--- src/hdl/cwc_pkg.sv ---
`timescale 1ns / 1ps
// ---------------------------------------------------------------------------
// cwc_pkg
// types and constants shared by the command word classifier and its checker
// ---------------------------------------------------------------------------
package cwc_pkg;

    typedef enum logic [3:0] {
        CLS_LS       = 4'd0,
        CLS_CD       = 4'd1,
        CLS_CAT      = 4'd2,
        CLS_PRINT    = 4'd3,
        CLS_EXEC     = 4'd4,
        CLS_SET      = 4'd5,
        CLS_ECHO     = 4'd6,
        CLS_VARIABLE = 4'd7,
        CLS_QUOTED   = 4'd8,
        CLS_FILE     = 4'd9,
        CLS_FOLDER   = 4'd10,
        CLS_ROOT     = 4'd11,
        CLS_UNKNOWN  = 4'd12,
        CLS_EQUAL    = 4'd13
    } t_token_class;

    typedef enum logic [1:0] {
        QUOTE_DEAD   = 2'd0,
        QUOTE_OPEN   = 2'd1,
        QUOTE_CLOSED = 2'd2
    } t_quote_phase;

    typedef enum logic [1:0] {
        DOT_BASE = 2'd0,
        DOT_EXT  = 2'd1,
        DOT_DEAD = 2'd2
    } t_dot_phase;

    localparam int NUM_LIT  = 9;
    localparam int LIT_ROOT = 8;

    localparam logic [7:0] LIT_TEXT [0:NUM_LIT-1][0:7] = '{
        '{8'h6c, 8'h73, 8'h00, 8'h00, 8'h00, 8'h00, 8'h00, 8'h00},
        '{8'h63, 8'h64, 8'h00, 8'h00, 8'h00, 8'h00, 8'h00, 8'h00},
        '{8'h63, 8'h61, 8'h74, 8'h00, 8'h00, 8'h00, 8'h00, 8'h00},
        '{8'h70, 8'h72, 8'h69, 8'h6e, 8'h74, 8'h00, 8'h00, 8'h00},
        '{8'h65, 8'h78, 8'h65, 8'h63, 8'h00, 8'h00, 8'h00, 8'h00},
        '{8'h73, 8'h65, 8'h74, 8'h00, 8'h00, 8'h00, 8'h00, 8'h00},
        '{8'h65, 8'h63, 8'h68, 8'h6f, 8'h00, 8'h00, 8'h00, 8'h00},
        '{8'h3d, 8'h00, 8'h00, 8'h00, 8'h00, 8'h00, 8'h00, 8'h00},
        '{8'h5c, 8'h00, 8'h00, 8'h00, 8'h00, 8'h00, 8'h00, 8'h00}
    };

    localparam logic [7:0] LIT_LEN [0:NUM_LIT-1] = '{
        8'd2, 8'd2, 8'd3, 8'd5, 8'd4, 8'd3, 8'd4, 8'd1, 8'd1
    };

    localparam t_token_class LIT_CLASS [0:NUM_LIT-1] = '{
        CLS_LS, CLS_CD, CLS_CAT, CLS_PRINT, CLS_EXEC, CLS_SET, CLS_ECHO,
        CLS_EQUAL, CLS_ROOT
    };

    localparam logic [7:0] CH_DOLLAR = 8'h24;
    localparam logic [7:0] CH_QUOTE  = 8'h22;
    localparam logic [7:0] CH_DOT    = 8'h2e;
    localparam logic [7:0] CH_SPACE  = 8'h20;
    localparam logic [7:0] CH_TAB    = 8'h09;
    localparam logic [7:0] CH_CR     = 8'h0d;

    localparam logic [3:0] BASE_MAX = 4'd9;
    localparam logic [3:0] BASE_OK  = 4'd8;
    localparam logic [2:0] EXT_MAX  = 3'd4;
    localparam logic [2:0] EXT_LEN  = 3'd3;
    localparam logic [7:0] LEN_MAX  = 8'd255;

endpackage

--- src/hdl/command_word_classifier_core.sv ---
`timescale 1ns / 1ps
// ---------------------------------------------------------------------------
// command_word_classifier_core
// splits a character stream into words and reports class and length per word
// ---------------------------------------------------------------------------
// channel  dir  tdata                                 tlast
// s_*      in   [7:0] char_code                       end_of_command
// m_*      out  [3:0] token_class, [11:4] word_length closes_command
//
// one character beat per cycle sustained while no word-ending beat waits on a stalled
// result; that beat passes the input register, then its word result the result register
// synchronous active-low reset empties both registers and the word state
// a stalled result holds only beats that end a word; other beats keep flowing
// ---------------------------------------------------------------------------
module command_word_classifier_core (
    input  logic        i_clk,
    input  logic        i_rst_n,
    input  logic        s_tvalid,
    output logic        s_tready,
    input  logic [7:0]  s_tdata,   // [7:0] char_code
    input  logic        s_tlast,
    output logic        m_tvalid,
    input  logic        m_tready,
    output logic [15:0] m_tdata,   // [3:0] token_class, [11:4] word_length
    output logic        m_tlast
);

    logic                   r_in_valid;
    logic [7:0]             r_in_char;
    logic                   r_in_last;

    logic                   r_inside;
    logic [7:0]             r_len;
    logic [cwc_pkg::NUM_LIT-1:0] r_alive;
    logic                   r_dollar;
    cwc_pkg::t_quote_phase  r_quote;
    logic [3:0]             r_base;
    cwc_pkg::t_dot_phase    r_dot;
    logic [2:0]             r_ext;

    logic                   r_out_valid;
    cwc_pkg::t_token_class  r_out_class;
    logic [7:0]             r_out_len;
    logic                   r_out_last;

    logic [7:0]             n_len;
    logic [cwc_pkg::NUM_LIT-1:0] n_alive;
    logic                   n_dollar;
    cwc_pkg::t_quote_phase  n_quote;
    logic [3:0]             n_base;
    cwc_pkg::t_dot_phase    n_dot;
    logic [2:0]             n_ext;

    logic                   w_space;
    logic                   w_alnum;
    logic                   w_emit;
    logic                   w_out_free;
    logic                   w_proc;
    logic                   w_clear;
    logic                   w_lit_hit;
    cwc_pkg::t_token_class  w_class;

    always_comb begin
        w_space = (r_in_char == cwc_pkg::CH_SPACE) ||
                  ((r_in_char >= cwc_pkg::CH_TAB) && (r_in_char <= cwc_pkg::CH_CR));
        w_alnum = ((r_in_char >= 8'h30) && (r_in_char <= 8'h39)) ||
                  ((r_in_char >= 8'h61) && (r_in_char <= 8'h7a)) ||
                  ((r_in_char >= 8'h41) && (r_in_char <= 8'h5a));
    end

    // word state update for a non-whitespace character
    always_comb begin
        n_len    = r_len;
        n_alive  = r_alive;
        n_dollar = r_dollar;
        n_quote  = r_quote;
        n_base   = r_base;
        n_dot    = r_dot;
        n_ext    = r_ext;
        if (!w_space) begin
            for (int i = 0; i < cwc_pkg::NUM_LIT; i++) begin
                if (!((r_len < cwc_pkg::LIT_LEN[i]) &&
                      (cwc_pkg::LIT_TEXT[i][r_len[2:0]] == r_in_char))) begin
                    n_alive[i] = 1'b0;
                end
            end

            if (r_len == 8'd0) begin
                n_dollar = (r_in_char == cwc_pkg::CH_DOLLAR);
                n_quote  = (r_in_char == cwc_pkg::CH_QUOTE) ? cwc_pkg::QUOTE_OPEN
                                                            : cwc_pkg::QUOTE_DEAD;
            end else begin
                if (!w_alnum) begin
                    n_dollar = 1'b0;
                end
                if (r_quote == cwc_pkg::QUOTE_OPEN) begin
                    if (r_in_char == cwc_pkg::CH_QUOTE) begin
                        n_quote = cwc_pkg::QUOTE_CLOSED;
                    end
                end else begin
                    n_quote = cwc_pkg::QUOTE_DEAD;
                end
            end

            case (r_dot)
                cwc_pkg::DOT_BASE: begin
                    if (w_alnum) begin
                        if (r_base < cwc_pkg::BASE_MAX) begin
                            n_base = r_base + 4'd1;
                        end
                    end else if ((r_in_char == cwc_pkg::CH_DOT) && (r_base != 4'd0) &&
                                 (r_base <= cwc_pkg::BASE_OK)) begin
                        n_dot = cwc_pkg::DOT_EXT;
                    end else begin
                        n_dot = cwc_pkg::DOT_DEAD;
                    end
                end
                cwc_pkg::DOT_EXT: begin
                    if (w_alnum) begin
                        if (r_ext < cwc_pkg::EXT_MAX) begin
                            n_ext = r_ext + 3'd1;
                        end
                    end else begin
                        n_dot = cwc_pkg::DOT_DEAD;
                    end
                end
                default: begin
                end
            endcase

            if (r_len != cwc_pkg::LEN_MAX) begin
                n_len = r_len + 8'd1;
            end
        end
    end

    // class of the word as it stands after this character
    always_comb begin
        w_class   = cwc_pkg::CLS_UNKNOWN;
        w_lit_hit = 1'b0;
        for (int i = 0; i < cwc_pkg::LIT_ROOT; i++) begin
            if (!w_lit_hit && n_alive[i] && (n_len == cwc_pkg::LIT_LEN[i])) begin
                w_class   = cwc_pkg::LIT_CLASS[i];
                w_lit_hit = 1'b1;
            end
        end
        if (!w_lit_hit) begin
            if (n_dollar && (n_len >= 8'd2)) begin
                w_class = cwc_pkg::CLS_VARIABLE;
            end else if (n_quote == cwc_pkg::QUOTE_CLOSED) begin
                w_class = cwc_pkg::CLS_QUOTED;
            end else if ((n_dot == cwc_pkg::DOT_EXT) && (n_ext == cwc_pkg::EXT_LEN)) begin
                w_class = cwc_pkg::CLS_FILE;
            end else if ((n_dot == cwc_pkg::DOT_BASE) && (n_base != 4'd0) &&
                         (n_base <= cwc_pkg::BASE_OK)) begin
                w_class = cwc_pkg::CLS_FOLDER;
            end else if (n_alive[cwc_pkg::LIT_ROOT] &&
                         (n_len == cwc_pkg::LIT_LEN[cwc_pkg::LIT_ROOT])) begin
                w_class = cwc_pkg::CLS_ROOT;
            end
        end
    end

    always_comb begin
        w_emit     = w_space ? r_inside : r_in_last;
        w_out_free = !r_out_valid || m_tready;
        w_proc     = r_in_valid && (!w_emit || w_out_free);
        w_clear    = w_emit || r_in_last;
        s_tready   = !r_in_valid || w_proc;
    end

    always_ff @(posedge i_clk) begin
        if (!i_rst_n) begin
            r_in_valid <= 1'b0;
        end else if (s_tready) begin
            r_in_valid <= s_tvalid;
        end
        if (s_tready && s_tvalid) begin
            r_in_char <= s_tdata;
            r_in_last <= s_tlast;
        end
    end

    always_ff @(posedge i_clk) begin
        if (!i_rst_n) begin
            r_inside <= 1'b0;
            r_len    <= 8'd0;
            r_alive  <= '1;
            r_dollar <= 1'b0;
            r_quote  <= cwc_pkg::QUOTE_DEAD;
            r_base   <= 4'd0;
            r_dot    <= cwc_pkg::DOT_BASE;
            r_ext    <= 3'd0;
        end else if (w_proc) begin
            if (w_clear) begin
                r_inside <= 1'b0;
                r_len    <= 8'd0;
                r_alive  <= '1;
                r_dollar <= 1'b0;
                r_quote  <= cwc_pkg::QUOTE_DEAD;
                r_base   <= 4'd0;
                r_dot    <= cwc_pkg::DOT_BASE;
                r_ext    <= 3'd0;
            end else begin
                r_inside <= r_inside || !w_space;
                r_len    <= n_len;
                r_alive  <= n_alive;
                r_dollar <= n_dollar;
                r_quote  <= n_quote;
                r_base   <= n_base;
                r_dot    <= n_dot;
                r_ext    <= n_ext;
            end
        end
    end

    always_ff @(posedge i_clk) begin
        if (!i_rst_n) begin
            r_out_valid <= 1'b0;
        end else if (w_proc && w_emit) begin
            r_out_valid <= 1'b1;
        end else if (m_tready) begin
            r_out_valid <= 1'b0;
        end
        if (w_proc && w_emit) begin
            r_out_class <= w_class;
            r_out_len   <= n_len;
            r_out_last  <= r_in_last;
        end
    end

    assign m_tvalid = r_out_valid;
    assign m_tdata  = {4'd0, r_out_len, r_out_class};
    assign m_tlast  = r_out_last;

endmodule

--- config.mk ---
export PLATFORM = sky130hd
export DESIGN_NAME = command_word_classifier_core
export DESIGN_NICKNAME = d
export VERILOG_FILES = /design/src/hdl/cwc_pkg.sv /design/src/hdl/command_word_classifier_core.sv
export SDC_FILE = /design/constraint.sdc
export NUM_CORES = 1
export LEC_CHECK = 0
export BUFFER_PORTS_ARGS = -buffer_cell sky130_fd_sc_hd__buf_2
export CAP_MARGIN = 30
export CORE_MARGIN = 3
export CORE_UTILIZATION = 55
export CTS_CLUSTER_SIZE = 24
export DETAILED_ROUTE_END_ITERATION = 8
export PLACE_DENSITY = 0.74
export SYNTH_ARGS = -nofsm -noshare
export SYNTH_HDL_FRONTEND = slang
export SYNTH_SLANG_ARGS = --single-unit
--- constraint.sdc ---
create_clock -name i_clk -period 3.5 [get_ports i_clk]
set_clock_uncertainty 0.05 [all_clocks]
set_input_delay 0.35 -clock i_clk [delete_from_list [all_inputs] [get_ports i_clk]]
set_output_delay 0.35 -clock i_clk [all_outputs]
set_load 0.01 [all_outputs]
==> flow_summary.yaml <==
yosys:
  netlist-cell-type-count: 79
  synth_warnings: 0
  syn_area_mm2: 0.00400
  synth-edff-count: 22
  syn_area_per_cell_um2: 8.29
  synth_seq_cells: 54
  seq_area_frac_synth: 0.326
  synthArstFlopShare: 0
  synth_cells: 482
  synth_top_flop_cell: "dfxtp_1"
floorplan:
  ios: 32
  fp-row-count: 30
  dieArea_mm2: 0.00833
  chipHeight_um: 91.3
  die_width_um: 91.3
  start_util: 0.579
  core-area_mm2: 0.00691
setup_path:
  rr_endpoint: "r_out_class[0]$_DFFE_PP_"
  endpoint: "r_out_class[0]$_DFFE_PP_"
  cp-start-kind: "register"
  cp_max_fo: 11
  path_class: "register to register"
  startpoint: "r_len[0]$_SDFFE_PN0P_"
  crit_path_end_kind: "register"
  cp.arrival_ns: 3.39
  r2r_slack_ns: 0.23
  worstReg2RegStart: "r_len[0]$_SDFFE_PN0P_"
  reg2reg_depth: 11
  cp.required_ns: 3.62
clocking:
  cts.sinks: 54
  cts_buffer_depth: 2
  post_cts_buffers: 0
  cts_buffers: 5
  cts_tree: "built"
  cts_root_buf: "clkbuf_8"
  clock_latency_ns: 0.31
  clk_pin_slew_worst_paths_ns: 0.10
  cts_max_level: 2
drt:
  drc: 0
  ant_nets: 0
  wl_met3_um: 905
  vias: 3943
  highest_layer: "met4"
  drt-initial-drc-count: 382
  avgViaCountPerCell: 6.40
  wl_met1_um: 4900
  drt_first_pass_iters: 6
  wl_um: 11600
  wl_met2_um: 5300
  drt-wirelength-per-cell_um: 18.8
timing:
  tightest_slew_ns: 0.863
  finalSetupViolCount: 0
  fin_crit_sh: 0.934
  rsz0062_at_grt: "no"
  relSlewSlack: 0.417
  holdWs_ns: 0.163
  hold_viol_final: 0
  final_max_slew_viol_count: 0
  final.min_clock_period_ns: 3.27
  tns_ns: 0
  fmax_mhz: 306
worst_hold_path:
  min_from: "s_tdata[3]"
  hp-class: "input pin to register"
layout:
  register_area_mm2: 0.00130
  nFillCells: 619
  area_growth_pct: 11.9
  multi_input_area_mm2: 0.00246
  drive_above_1_share: 0.185
  nets: 543
  diodes: 0
  final_cell_mix: "nor2_1 (41), buf_4 (38), dfxtp_1 (32), a21oi_1 (29), nand2_1 (28)"
  fin_cells: 616
  final_common_cell: "nor2_1"
place:
  gp_congestion: 1.07
  placement.io_buffers: 27
  dp_hpwl_um: 8730
  dp_cells: 608
power:
  powerDensity_mw_per_mm2: 271
  ir_worst_vdd_v: 0.000177
  p_leak_uw: 0.00167
flow_run:
  cap_violations: 0
global_routing:
  grt_max_degree: 24
  grt_pass1_wl_um: 18400
  overflow: 0
  first_global_vias: 3584
  antenna_found_initial: 0
  grt.total_usage: 0.278
run_status:
  status: "finished, final reports clean"
## stage by stage
stage	util	setup slack (ns)	cell area, um^2	total power [uW]
final	0.648	0.230	4470	1210
after global routing	0.648	0.0140	4470	1260
after CTS	0.646	0.114	4460	1210
after detailed placement	0.633	0.133	4370	870
after global placement	0.633	0.141	4370	868
after floorplan	-	0.184	4010	815
## per-layer routing
metal,track usage,vias to the layer above
li1,-,1876
met1,0.380,1805
met2,0.426,220
met3,0.0456,42
met4,0.133,0
met5,0,-
## cells by family after synthesis
kind of cell             Yosys count  synth area share
adder cells (fa/ha/maj)           11            0.0344
multiplexers                      11            0.0307
AO/OA/AOI/OAI                    133             0.234
XOR/XNOR                          13            0.0285
buffers and inverters             55            0.0639
other                              1          0.000938
AND/OR/NAND/NOR                  204             0.282
flip-flops                        54             0.326
## flip-flops by register name, summed over array words and instances, names as in the netlist
| signal | count |
|---|---|
| r_out_len | 8 |
| r_in_valid | 1 |
| r_out_class | 4 |
| r_inside | 1 |
| r_in_last | 1 |
| r_len | 8 |
| r_in_char | 8 |
| r_quote | 2 |
| r_ext | 3 |
| m_tlast | 1 |
| r_dot | 2 |
| m_tvalid | 1 |
| r_alive | 9 |
| r_dollar | 1 |
| r_base | 4 |
## report_power, final
group | switching, uW | internal, uW
clock | 207 | 143
combinational | 113 | 67.8
sequential | 11.6 | 669
## layout make-up
| cell class | count | share of cell area |
|---|---|---|
| clock buffers | 6 | 0.0162 |
| clock inverters | 2 | 0.00308 |
| inverters | 16 | 0.0134 |
| multi-input cells | 376 | 0.551 |
| flip-flops and latches | 54 | 0.291 |
| well taps | 96 | 0.0269 |
| repair buffers | 66 | 0.0985 |
## worst min path at each step
| stage | endpoint | slack [ns] | depth (start not counted) |
|---|---|---|---|
| floorplan | r_alive[6]$_SDFFE_PN1P_ | 0.38 | 2 |
| global placement | r_alive[6]$_SDFFE_PN1P_ | 0.40 | 2 |
| detailed placement | r_alive[6]$_SDFFE_PN1P_ | 0.42 | 2 |
| CTS | r_in_char[2]$_DFFE_PP_ | 0.16 | 1 |
| global route | r_in_char[1]$_DFFE_PP_ | 0.14 | 1 |
| finish | r_in_char[3]$_DFFE_PP_ | 0.16 | 1 |
## critical path: stages (launching register included)
cell and delay [ns]:
dfxtp_1 0.34, buf_4 0.18, ha_1 0.29, inv_1 0.14, ha_1 0.36, or3_1 0.37, nor3_1 0.25, a211o_2 0.21
nand3_4 0.10, o41ai_1 0.52, o31ai_1 0.15, a21oi_1 0.17
## Yosys cell counts (6+ instances only)
library cell	instances	share of area
nor2_1	41	0.038
dfxtp_1	32	0.16
a21oi_1	29	0.036
nand2_1	28	0.026
o21ai_0	25	0.031
nand3_1	23	0.029
edfxtp_1	22	0.17
nor3_1	21	0.026
clkbuf_1	19	0.018
inv_1	16	0.015
nand4_1	12	0.019
ha_1	11	0.034
nor2b_1	11	0.017
nand2b_1	10	0.016
a22oi_1	8	0.015
a31oi_1	8	0.013
nor4_1	8	0.013
xnor2_1	8	0.018
and3_1	7	0.011
buf_4	7	0.013
and2_1	6	0.0094
buf_2	6	0.0075
mux2i_1	6	0.015
nor3b_1	6	0.011
or3_1	6	0.0094
## timing repair
item | in CTS | in global routing
gates resized for setup | 0 | 4
endpoints found under the setup margin | 0 | 3
hold buffers | 0 | 0
(Power assumes the default switching activity.)
